<file path="config.mk">
export PLATFORM = sky130hd
export DESIGN_NAME = sslt_div
export DESIGN_NICKNAME = d
export VERILOG_FILES = /design/src/hw/rtl/sslt_pkg.sv /design/src/hw/rtl/sslt_div.sv
export SDC_FILE = /design/constraint.sdc
export NUM_CORES = 1
export LEC_CHECK = 0
export BUFFER_PORTS_ARGS = -buffer_cell sky130_fd_sc_hd__buf_2
export CAP_MARGIN = 5
export CORE_MARGIN = 2
export CORE_UTILIZATION = 45
export CTS_BUF_LIST = sky130_fd_sc_hd__clkbuf_2 sky130_fd_sc_hd__clkbuf_4 sky130_fd_sc_hd__clkbuf_8
export CTS_CLUSTER_DIAMETER = 150
export CTS_CLUSTER_SIZE = 40
export DETAILED_ROUTE_END_ITERATION = 8
export PLACE_DENSITY = 0.69
export SYNTH_ARGS = -nofsm -noshare
export SYNTH_HDL_FRONTEND = slang
export SYNTH_SLANG_ARGS = --single-unit
export TNS_END_PERCENT = 5
</file>
<file path="constraint.sdc">
create_clock -name clk -period 3.35 [get_ports clk]
set_input_delay 0.1675 -clock clk [delete_from_list [all_inputs] [get_ports clk]]
set_output_delay 0.1675 -clock clk [all_outputs]
set_load 0.01 [all_outputs]
</file>
<file path="src/hw/rtl/sslt_pkg.sv">
// ----------------------------------------------------------------------------
// sslt_pkg
// Shared types and constants for the source sequence loss tracker.
// ----------------------------------------------------------------------------
package sslt_pkg;

  localparam logic [23:0] RADIO_STATUS_A = 24'd109;
  localparam logic [23:0] RADIO_STATUS_B = 24'd166;
  localparam logic [14:0] Q8_HUNDRED     = 15'd25600;
  localparam logic [31:0] TIMEOUT_RESET  = 32'd10000;

  // packets per loss window; a power of two so the window test is a mask
  localparam int LOSS_WINDOW = 32;

  typedef enum logic [6:0] {
    S_IDLE  = 7'b0000001,
    S_READ  = 7'b0000010,
    S_CALC  = 7'b0000100,
    S_DIV   = 7'b0001000,
    S_WRITE = 7'b0010000,
    S_SWEEP = 7'b0100000,
    S_OUT   = 7'b1000000
  } state_t;

  // divider handshake
  typedef struct packed {
    logic        start;
    logic [31:0] num;
    logic [16:0] den;
  } div_req_t;

  typedef struct packed {
    logic        done;
    logic [31:0] quo;
  } div_rsp_t;

endpackage

</file>
<file path="src/hw/rtl/sslt_div.sv">
// ----------------------------------------------------------------------------
// sslt_div
// Restoring divider, one quotient bit per cycle.
// ----------------------------------------------------------------------------
module sslt_div (
  input  logic              clk,
  input  logic              rst,
  input  sslt_pkg::div_req_t req,
  output sslt_pkg::div_rsp_t rsp
);
  import sslt_pkg::*;

  logic        busy;
  logic        done_r;
  logic [5:0]  cnt;
  logic [31:0] quo;
  logic [17:0] rem;
  logic [16:0] den;
  logic [17:0] trial;

  assign trial = {rem[16:0], quo[31]};

  always_ff @(posedge clk) begin
    if (rst) begin
      busy   <= 1'b0;
      cnt    <= '0;
      done_r <= 1'b0;
    end else begin
      done_r <= 1'b0;
      if (req.start) begin
        busy <= 1'b1;
        cnt  <= 6'd32;
        quo  <= req.num;
        rem  <= '0;
        den  <= req.den;
      end else if (busy) begin
        if (trial >= {1'b0, den}) begin
          rem <= trial - {1'b0, den};
          quo <= {quo[30:0], 1'b1};
        end else begin
          rem <= trial;
          quo <= {quo[30:0], 1'b0};
        end
        cnt <= cnt - 6'd1;
        if (cnt == 6'd1) begin
          busy   <= 1'b0;
          done_r <= 1'b1;
        end
      end
    end
  end

  assign rsp = {done_r, quo};

`ifndef SYNTH
  a_start_idle: assert property (@(posedge clk) disable iff (rst)
    req.start |-> !busy) else $error("divider restarted while busy");
  a_done_end: assert property (@(posedge clk) disable iff (rst)
    rsp.done |-> !busy) else $error("done while busy");
  a_busy_cnt: assert property (@(posedge clk) disable iff (rst)
    busy |-> cnt != 6'd0) else $error("busy with zero count");
`endif

endmodule

</file>
==> results.md, run 1 <==
- Clock transition at the registers of the reported paths: 0.08 ns
- Final Cycle Share: 0.835
- Avg WL per Cell: 14.9 um
- Switching share of power: 0.282
- Register area share after synthesis: 0.538
- Most used routing layer: met2
- Util after Layout: 0.568
- Worst-Skew Late Latency: 0.35 ns
- Critical Path RT: 3.51 ns
- Slew @ Worst Pin: 0.815 ns
- Worst VDD drop: 276 uV
- Slew margin rel.: 0.455
- Hold Path Stages: 2
- Area grow syn2layout: 23.1%
- Critical Path AT: 2.96 ns
- P_leak: 0.00204 uW
- Placement Rows: 34
- # Max-Cap Violations: 0
- Synthesized area: 3990 um^2
- Count of cell types in the netlist: 54
- Total CTS buffers: 9
- Switching power: 710 uW
- Total setup buffers inserted after CTS: 0
- Detailed router's first-iteration violation count: 184
- Post-synth ARST share: 0
- Internal Power: 1800 uW
- Setup TNS: 0 ns
- Post-Place Cells: 513
- First-pass GRT wire length: 13.5 mm
- Post-CTS Resized: 0
- Skew final: 0.0160 ns
- Startpoint types: flop
- RSZ-0062 raised after global routing: no
- Post-synth net total: 400
- Met3 usage: 0.0694
- Sequential share of power: 0.453
- # fillers: 708
- Clk buf depth: 2
- M1 GR Usage: 0.229
- Starting Density: 0.461
- Share of cells above drive strength 1: 0.331
- R2R depth: 7
- Synth Instances: 328
- Run status: finished, final reports clean
- Avg Cell Area, Syn: 12.1 um^2
- Core area: 8640 um^2
- IO Pins: 85
- Min Hold Slack: 0.0838 ns
- Antenna violations before repair: 0
- Drt drc: 0
- Vias post-DR: 2895
- Via-to-Cell Ratio: 5.30
- Combinational power share: 0.237
- Final number of max-transition violations: 0
- Port Buffers: 84
- Clk pwr share: 0.310
- Pwr Density: 513 nW/um^2
- Finish-stage setup viols: 0
- Die Wd: 98.1 um
- DRT antenna net count: 0
- Die H: 98.1 um
- Vias in the first global route: 2925
- Synth warnings: 0
- Minimum clock period: 2.80 ns
- Met2 usage: 0.272
- Total gr overflow: 0
- Total die area: 9620 um^2
- Crit Path Class: flop to flop
- Max frequency: 357 MHz
- CTS tree: done
- Leading register cell type out of synthesis: edfxtp_1
- DRT Pass-1 Iters: 4
- Worst Hold Class: input pin to flop
- Gr usage total: 0.175
- N_diodes: 0
- Final nets: 505
- Sink Count: 74
- CTS root buf: clkbuf_8
- Dpl hpwl: 5.69 mm
- Crit-path max FO: 26
- Final hold violations: 0
- Fin cells: 546
- Final GP Congestion: 0.840
- Critical Path End Type: flop
- Count of state elements after synthesis: 74
- EDFF count, synth: 66
- Total Wirelength: 8.12 mm
- Largest net degree at the start of global routing: 50
- CTS H-tree lvls: 3
synthesized netlist by cell type (all sizes together), types with 2 or more instances:
library cell   n  area [um^2]
a211oi         5         52.6
a21o           7         52.6
a21oi         22          114
and2           4         25.0
and3           4         30.0
buf            7         45.0
clkbuf         3         12.5
dfxtp          8          160
edfxtp        66         1980
ha            19          238
inv           22         82.6
mux2          32          360
mux2i          7         70.1
nand2         22         82.6
nand2b         8         50.1
nand3          4         20.0
nand3b         2         15.0
nand4          2         12.5
nor2          23         91.3
nor2b          4         25.0
nor3           4         20.0
nor4           3         18.8
o2111ai        2         17.5
o21a           4         30.0
o21ai         10         50.1
o22ai          2         12.5
o31ai          3         22.5
o32ai          2         17.5
xnor2          6         52.6
xor2           6         52.6
layer usage:
metal | routed length [um] | up-vias
met5 | 0 | -
met4 | 107 | 0
met3 | 728 | 10
met2 | 3610 | 106
met1 | 3670 | 1349
li1 | - | 1430
critical path, cell delays in order (launching register included):
cell and delay, ns:
edfxtp_1 0.40, ha_1 0.43, and3_4 0.24, nand4_1 0.12, a21oi_2 0.22, a2bb2oi_4 0.65
nand2_1 0.24, o32ai_1 0.31
state kept, by name, summed over array words and instances (netlist names):
signal  count
den        17
rem        17
busy        1
cnt         6
quo        32
done_r      1
path summary, 6_finish.rpt:
| kind | from | end | slack [ns] |
|---|---|---|---|
| worst min-delay path | rst | cnt[5] | 0.08 |
| worst min register to register | cnt[0] | cnt[0] | 0.51 |
| worst max-delay path | rem[4] | rem[16] | 0.55 |
| worst max register to register | rem[4] | rem[16] | 0.55 |
final cells by class:
type | instances | area, um^2 | share of cell area
clock inverter | 6 | 91.3 | 0.0186
timing repair buffer | 104 | 613 | 0.125
multi-input combinational | 222 | 1710 | 0.349
tap | 108 | 135 | 0.0275
sequential | 74 | 2140 | 0.437
inverter | 22 | 82.6 | 0.0168
clock buffer | 10 | 131 | 0.0268
power groups by stage:
stage          combinational [uW]  clock [uW]  sequential (uW)
2_1_floorplan                 438           0             1160
5_1_grt                       662         836             1150
6_report                      597         779             1140
3_3_place_gp                  568           0             1160
3_5_place_dp                  580           0             1160
4_1_cts                       598         800             1140
logic make-up after synthesis:
logic type / count (synthesis) / synth area share
adder cells (fa/ha/maj): 20 / 0.0647
buffers and inverters: 32 / 0.0352
multiplexers: 39 / 0.108
AND/OR/NAND/NOR: 84 / 0.105
XOR/XNOR: 12 / 0.0264
AO/OA/AOI/OAI: 67 / 0.123
flip-flops: 74 / 0.538
through the flow:
step	setup WS (ns)	total power, uW	area, um^2
5_1_grt	0.392	2650	4910
6_report	0.552	2510	4910
3_3_place_gp	0.712	1730	4510
2_1_floorplan	0.0930	1600	3990
3_5_place_dp	0.589	1740	4510
4_1_cts	0.565	2540	4910
placed cells by master (no fill, tap or decap), types with 3 or more instances in the layout:
cell	synthesis	routed
xnor2_1	6	6
ha_1	19	19
nor4_1	3	3
mux2i_1	7	7
buf_2	0	84
buf_4	1	3
a21oi_1	21	21
dfxtp_1	8	8
o21a_1	4	4
dlygate4sd3_1	0	17
a211oi_2	3	3
a21o_1	7	7
and2_1	3	3
clkinv_4	0	3
nor2_1	21	20
o31ai_1	3	3
xor2_1	6	6
nor3_1	4	4
and3_1	3	3
edfxtp_1	66	66
nor2b_1	4	4
nand2_1	22	22
clkbuf_8	0	9
nand3_1	4	4
inv_1	22	22
nand2b_1	8	8
o21ai_0	8	8
mux2_2	32	32
what timing repair did:
item	CTS	global route
endpoints found under the hold margin	17	0
setup endpoints to repair	0	0
hold buffers	17	0
Note: power is estimated with default switching activity, not from simulation.
==> run 2: changes to the inputs <==
- PLACE_DENSITY: 0.69 -> 0.66
- clock period: 3.35 -> 2.68 ns (I/O delays scaled with it)
==> run 2 against run 1 <==
Power grew 25%; wire length rose by 6.9%; combinational power is 40% higher; clock skew down 0.0066 ns; clock power is 14% higher; register-to-register slack worse by 0.46 ns; utilization up 1.7 points; fmax grew 8.2%; non-clock buffer count up 15; flip-flop and latch count unchanged; critical path type unchanged; largest power group unchanged.
==> results.md, run 2 (synthesized netlist as in run 1, its figures left out) <==
- Crit-path max FO: 13 (was 26)
- Run status: finished, final reports clean (unchanged)
- First-pass GRT wire length: 14.5 mm (was 13.5 mm)
- Critical Path RT: 2.84 ns (was 3.51 ns)
- Largest net degree at the start of global routing: 41 (was 50)
- Sink Count: 74 (unchanged)
- Post-route setup slack: 0.0948 ns (was 0.552 ns)
- Final Cycle Share: 0.965 (was 0.835)
- Antenna violations before repair: 0 (unchanged)
- DR WL met3: 441 um (was 728 um)
- Top sig layer: met4 (unchanged)
- Sequential share of power: 0.452 (was 0.453)
- Worst VDD drop: 338 uV (was 276 uV)
- R2R Path End: rem[16] (unchanged)
- Met2 wire len: 4.08 mm (was 3.61 mm)
- Starting Density: 0.461 (unchanged)
- R2R depth: 10 (was 7)
- Total gr overflow: 0 (unchanged)
- HP Start: rst (unchanged)
- Most common cell after layout, fill and taps aside: buf_2 (unchanged)
- Skew final: 0.00937 ns (was 0.0160 ns)
- Dpl hpwl: 5.97 mm (was 5.69 mm)
- Biggest register: quo (unchanged)
- CTS root buf: clkbuf_8 (unchanged)
- RSZ-0062 raised after global routing: yes (was no)
- Minimum clock period: 2.59 ns (was 2.80 ns)
- Port Buffers: 84 (unchanged)
- Combinational power share: 0.266 (was 0.237)
- Vias in the first global route: 3017 (was 2925)
- Pre-CTS setup slack: -0.0521 ns (was 0.589 ns)
- Startpoint types: flop (unchanged)
- Switching power: 942 uW (was 710 uW)
- Min Hold Slack: 0.0455 ns (was 0.0838 ns)
- Placement Rows: 34 (unchanged)
- CTS tree: done (unchanged)
- Clk pwr share: 0.282 (was 0.310)
- Internal Power: 2200 uW (was 1800 uW)
- Clock transition at the registers of the reported paths: 0.08 ns (about the same)
- Final GP Congestion: 0.899 (was 0.840)
- DRT antenna net count: 0 (unchanged)
- Detailed router's first-iteration violation count: 142 (was 184)
- Clk buf depth: 2 (unchanged)
- N_diodes: 0 (unchanged)
- Switching share of power: 0.300 (was 0.282)
- Worst-Skew Late Latency: 0.35 ns (about the same)
- Util after Layout: 0.585 (was 0.568)
- Critical Path AT: 2.75 ns (was 2.96 ns)
- Finish-stage setup viols: 0 (unchanged)
- Core area: 8640 um^2 (unchanged)
- P_leak: 0.00211 uW (was 0.00204 uW)
- Slew @ Worst Pin: 0.756 ns (was 0.815 ns)
- CP endpoint: rem[16] (unchanged)
- Biggest regs: quo: 32 flops, den: 17 flops, rem: 17 flops (unchanged)
- Share of cells above drive strength 1: 0.361 (was 0.331)
- Via-to-Cell Ratio: 5.28 (was 5.30)
- DRT Pass-1 Iters: 4 (unchanged)
- Total die area: 9620 um^2 (unchanged)
- Critical Path End Type: flop (unchanged)
- Drt drc: 0 (unchanged)
- Final hold violations: 0 (unchanged)
- R2R Path Start: quo[31] (was rem[4])
- # fillers: 775 (was 708)
- Total CTS buffers: 9 (unchanged)
- Worst Hold Class: input pin to flop (unchanged)
- Final nets: 521 (was 505)
- Die H: 98.1 um (unchanged)
- Crit Path Class: flop to flop (unchanged)
- Final number of max-transition violations: 0 (unchanged)
- CTS H-tree lvls: 3 (unchanged)
- Total Wirelength: 8.68 mm (was 8.12 mm)
- Gr usage total: 0.187 (was 0.175)
- Slew margin rel.: 0.495 (was 0.455)
- Die Wd: 98.1 um (unchanged)
- Most frequent cells in the layout: buf_2 (84), edfxtp_1 (66), mux2_2 (32) (unchanged)
- Area grow syn2layout: 26.7% (was 23.1%)
- Max frequency: 387 MHz (was 357 MHz)
- IO Pins: 85 (unchanged)
- # Max-Cap Violations: 0 (unchanged)
- Crit path from: quo[31] (was rem[4])
- Vias post-DR: 2970 (was 2895)
- R2R Setup Slk: 0.09 ns (was 0.55 ns)
- Pwr Density: 623 nW/um^2 (was 513 nW/um^2)
- Avg WL per Cell: 15.4 um (was 14.9 um)
- Max FFs per register: 32 (unchanged)
- DRT met1 WL: 4.08 mm (was 3.67 mm)
## run 2: area by class of cell
type / count / area, um^2 / share of cell area
flip-flops and latches: 74 / 2140 / 0.424
clock inverters: 7 / 76.3 / 0.0151
inverters: 22 / 82.6 / 0.0164
well taps: 108 / 135 / 0.0268
clock buffers: 9 / 124 / 0.0245
multi-input cells: 223 / 1750 / 0.346
repair buffers: 119 / 742 / 0.147
## run 2: what timing repair did
item / in CTS / in global routing
buffers inserted: 0 / 1
gates resized for setup: 0 / 5
hold buffers: 17 / 0
hold endpoints to repair: 17 / 0
endpoints found under the setup margin: 1 / 8
gates cloned: 1 / 0
pin swaps: 0 / 2
## run 2: stage by stage
stage / total power, uW / std cells / setup TNS, ns / cell area [um^2]
6_report: 3150 / 562 / 0 / 5050
5_1_grt: 3320 / 562 / -0.0329 / 5050
4_1_cts: 3150 / 561 / 0 / 5020
3_5_place_dp: 2220 / 527 / -0.0521 / 4630
3_3_place_gp: 2210 / 527 / 0 / 4630
2_1_floorplan: 2000 / 328 / 0 / 3990
## run 2: power groups by stage
| stage | Clock (uW) | Sequential (uW) | Combinational, uW |
|---|---|---|---|
| finish | 888 | 1420 | 837 |
| global route | 960 | 1430 | 924 |
| CTS | 911 | 1420 | 817 |
| detailed placement | 0 | 1440 | 780 |
| global placement | 0 | 1440 | 766 |
| floorplan | 0 | 1450 | 548 |
## run 2: how the worst min path moves through the flow
stage / endpoint / slack, ns / depth (start not counted)
CTS: cnt[5] / 0.03 / 2
finish: cnt[5] / 0.05 / 2
floorplan: cnt[5] / 0.20 / 1
detailed placement: den[2] / 0.31 / 1
global route: cnt[5] / 0.04 / 2
global placement: den[10] / 0.31 / 1
## run 2: routing by layer
layer,GRT usage,up-vias
met5,0,-
met1,0.255,1432
li1,-,1457
met2,0.299,76
met4,0.0545,0
met3,0.0458,5
## run 2: critical path, cell delays in order (launching register included)
cell	delay, ns
edfxtp_1	0.35
inv_1	0.05
ha_1	0.21
inv_1	0.08
fa_2	0.23
a21o_1	0.18
a221oi_4	0.09
a21oi_2	0.25
a2bb2oi_4	0.47
nand2_1	0.19
o32ai_1	0.31
==> run 3: changes to the inputs <==
- CORE_UTILIZATION: 45 -> 50
- PLACE_DENSITY: 0.66 -> 0.72
==> run 3 against run 2 <==
Clock power grew 8.2%; wire length grew 1.9%; register-to-register slack gained 0.04 ns; clock skew grew 0.0020 ns; flip-flop and latch count is the same; non-clock buffer count shrank 1; combinational power grew 1%; critical path type unchanged.
==> results.md, run 3 (synthesized netlist as in run 1, its figures left out) <==
- Run status: finished, final reports clean (unchanged)
- Placement Rows: 32 (was 34)
- Crit path max-delay cell type: fa_1 (was a2bb2oi_4)
- Worst VDD drop: 427 uV (was 338 uV)
- Core area: 7730 um^2 (was 8640 um^2)
- Port Buffers: 84 (unchanged)
- Final GP Congestion: 0.893 (was 0.899)
- CTS tree: done (unchanged)
- DRT Pass-1 Iters: 4 (unchanged)
- Starting Density: 0.516 (was 0.461)
- Critical Path AT: 2.62 ns (was 2.75 ns)
- # Max-Cap Violations: 0 (unchanged)
- Total gr overflow: 0 (unchanged)
- Finish-stage setup viols: 0 (unchanged)
- N_diodes: 0 (unchanged)
- Worst Path Buf+Inv: 3 (was 2)
- Area grow syn2layout: 27.1% (was 26.7%)
- Final Power: 3230 uW (was 3150 uW)
- Max FFs per register: 32 (unchanged)
- P_leak: 0.00212 uW (was 0.00211 uW)
- Detailed router's first-iteration violation count: 211 (was 142)
- Most common cell after layout, fill and taps aside: buf_2 (unchanged)
- Biggest register: quo (unchanged)
- Sequential share of power: 0.440 (was 0.452)
- Largest net degree at the start of global routing: 50 (was 41)
- Worst-Skew Late Latency: 0.34 ns (was 0.35 ns)
- DRT antenna net count: 0 (unchanged)
- Minimum clock period: 2.55 ns (was 2.59 ns)
- Clk pwr share: 0.298 (was 0.282)
- Final Cell Area: 5060 um^2 (was 5050 um^2)
- Skew final: 0.0114 ns (was 0.00937 ns)
- Internal Power: 2310 uW (was 2200 uW)
- Worst Hold Class: input pin to flop (unchanged)
- Gr usage total: 0.210 (was 0.187)
- Final hold violations: 0 (unchanged)
- Slew margin rel.: 0.551 (was 0.495)
- Setup TNS: 0 ns (unchanged)
- RSZ-0062 raised after global routing: no (was yes)
- Startpoint types: flop (unchanged)
- Crit path largest cell delay: 0.41 ns (was 0.47 ns)
- Critical Path End Type: flop (unchanged)
- Slew @ Worst Pin: 0.674 ns (was 0.756 ns)
- CTS H-tree lvls: 3 (unchanged)
- Total Wirelength: 8.84 mm (was 8.68 mm)
- Post-route setup slack: 0.135 ns (was 0.0948 ns)
- Biggest regs: quo: 32 flops, den: 17 flops, rem: 17 flops (unchanged)
- Final number of max-transition violations: 0 (unchanged)
- Drt drc: 0 (unchanged)
- CP most frequent cell: inv_1 (unchanged)
- Most frequent cells in the layout: buf_2 (84), edfxtp_1 (66), mux2_2 (32) (unchanged)
- Die H: 93.3 um (was 98.1 um)
- Sink Count: 74 (unchanged)
- Avg WL per Cell: 15.9 um (was 15.4 um)
- Total die area: 8700 um^2 (was 9620 um^2)
- Vias in the first global route: 2962 (was 3017)
- Final Cycle Share: 0.950 (was 0.965)
- # fillers: 610 (was 775)
- Pwr Density: 638 nW/um^2 (was 623 nW/um^2)
- Via-to-Cell Ratio: 5.45 (was 5.28)
- Critical Path RT: 2.75 ns (was 2.84 ns)
- Switching power: 922 uW (was 942 uW)
- Crit Path Class: flop to flop (unchanged)
- Clk buf depth: 2 (unchanged)
- First-pass GRT wire length: 14.0 mm (was 14.5 mm)
- Cells along the critical path: inv_1 -> ha_1 -> inv_1 -> fa_1 -> a21o_1 -> a221oi_4 -> buf_4 -> nor2b_1 -> mux2_2 -> o21ai_1 -> a21oi_1 (was inv_1 -> ha_1 -> inv_1 -> fa_2 -> a21o_1 -> a221oi_4 -> a21oi_2 -> a2bb2oi_4 -> nand2_1 -> o32ai_1)
- Die Wd: 93.3 um (was 98.1 um)
- Final nets: 521 (unchanged)
- Largest delay contributor family on the critical path: compound AO/OA/AOI/OAI gates (unchanged)
- Switching share of power: 0.285 (was 0.300)
- CTS root buf: clkbuf_8 (unchanged)
- Crit-path max FO: 5 (was 13)
- Combinational power share: 0.263 (was 0.266)
- Clock transition at the registers of the reported paths: 0.08 ns (about the same)
- Pre-CTS setup slack: -0.0581 ns (was -0.0521 ns)
- Antenna violations before repair: 0 (unchanged)
- Vias post-DR: 3029 (was 2970)
- Dpl hpwl: 5.84 mm (was 5.97 mm)
- Max frequency: 393 MHz (was 387 MHz)
- Placed instance area: 4590 um^2 (was 4630 um^2)
- Share of cells above drive strength 1: 0.359 (was 0.361)
- Total CTS buffers: 9 (unchanged)
- IO Pins: 85 (unchanged)
==> run 3: changes by cell type in the layout (fill, tap and decap cells not counted), sizes merged <==
cell and delta:
clkinv +2, clkinvlp -2, inv -2, a2bb2oi +1, buf -1, bufinv +1, clkbuf +1
==> run 3: worst reg2reg max path, stage by stage (launching register included) <==
cell,delay (ns)
edfxtp_1,0.38
inv_1,0.07
ha_1,0.15
inv_1,0.05
fa_1,0.41
a21o_1,0.24
a221oi_4,0.26
buf_4,0.19
nor2b_1,0.06
mux2_2,0.26
o21ai_1,0.13
a21oi_1,0.09
==> run 3: cell type report <==
class | count | area [um^2] | share of cell area
well taps | 102 | 128 | 0.0252
clock buffers | 10 | 131 | 0.0259
clock inverters | 6 | 91.3 | 0.0180
inverters | 22 | 82.6 | 0.0163
repair buffers | 118 | 718 | 0.142
multi-input cells | 224 | 1770 | 0.350
flip-flops and latches | 74 | 2140 | 0.423
==> run 3: path summary, 6_finish.rpt <==
kind | cells past startpoint | slack, ns | to | start
max | 11 | 0.13 | rem[8] | quo[31]
min reg2reg | 2 | 0.50 | cnt[1] | cnt[1]
min | 2 | 0.05 | cnt[5] | rst
max reg2reg | 11 | 0.13 | rem[8] | quo[31]
==> run 3: what timing repair did <==
action / CTS / global route
cloned: 1 / 1
buffers inserted: 0 / 3
endpoints found under the hold margin: 17 / 0
resized for setup: 0 / 4
pin swaps: 0 / 3
hold buffers: 17 / 0
endpoints found under the setup margin: 1 / 6
==> run 3: stage by stage <==
stage	util	std cells	hold WS, ns
final	0.655	556	0.0476
after floorplan	-	328	0.203
after global placement	0.594	518	0.311
after CTS	0.647	552	0.0264
after detailed placement	0.594	518	0.312
after global routing	0.655	556	0.0415
==> run 3: power by group through the flow <==
stage	clock network, uW	registers, uW	logic (uW)
6_report	961	1420	849
5_1_grt	1030	1430	931
4_1_cts	986	1420	803
3_5_place_dp	0	1440	766
3_3_place_gp	0	1440	752
2_1_floorplan	0	1450	548
==> run 3: routing by layer <==
metal	vias to the layer above	GRT usage	wire length (um)
li1	1463	-	-
met1	1451	0.273	3760
met2	103	0.342	4320
met3	12	0.0540	618
met4	0	0.0723	143
met5	-	0	0
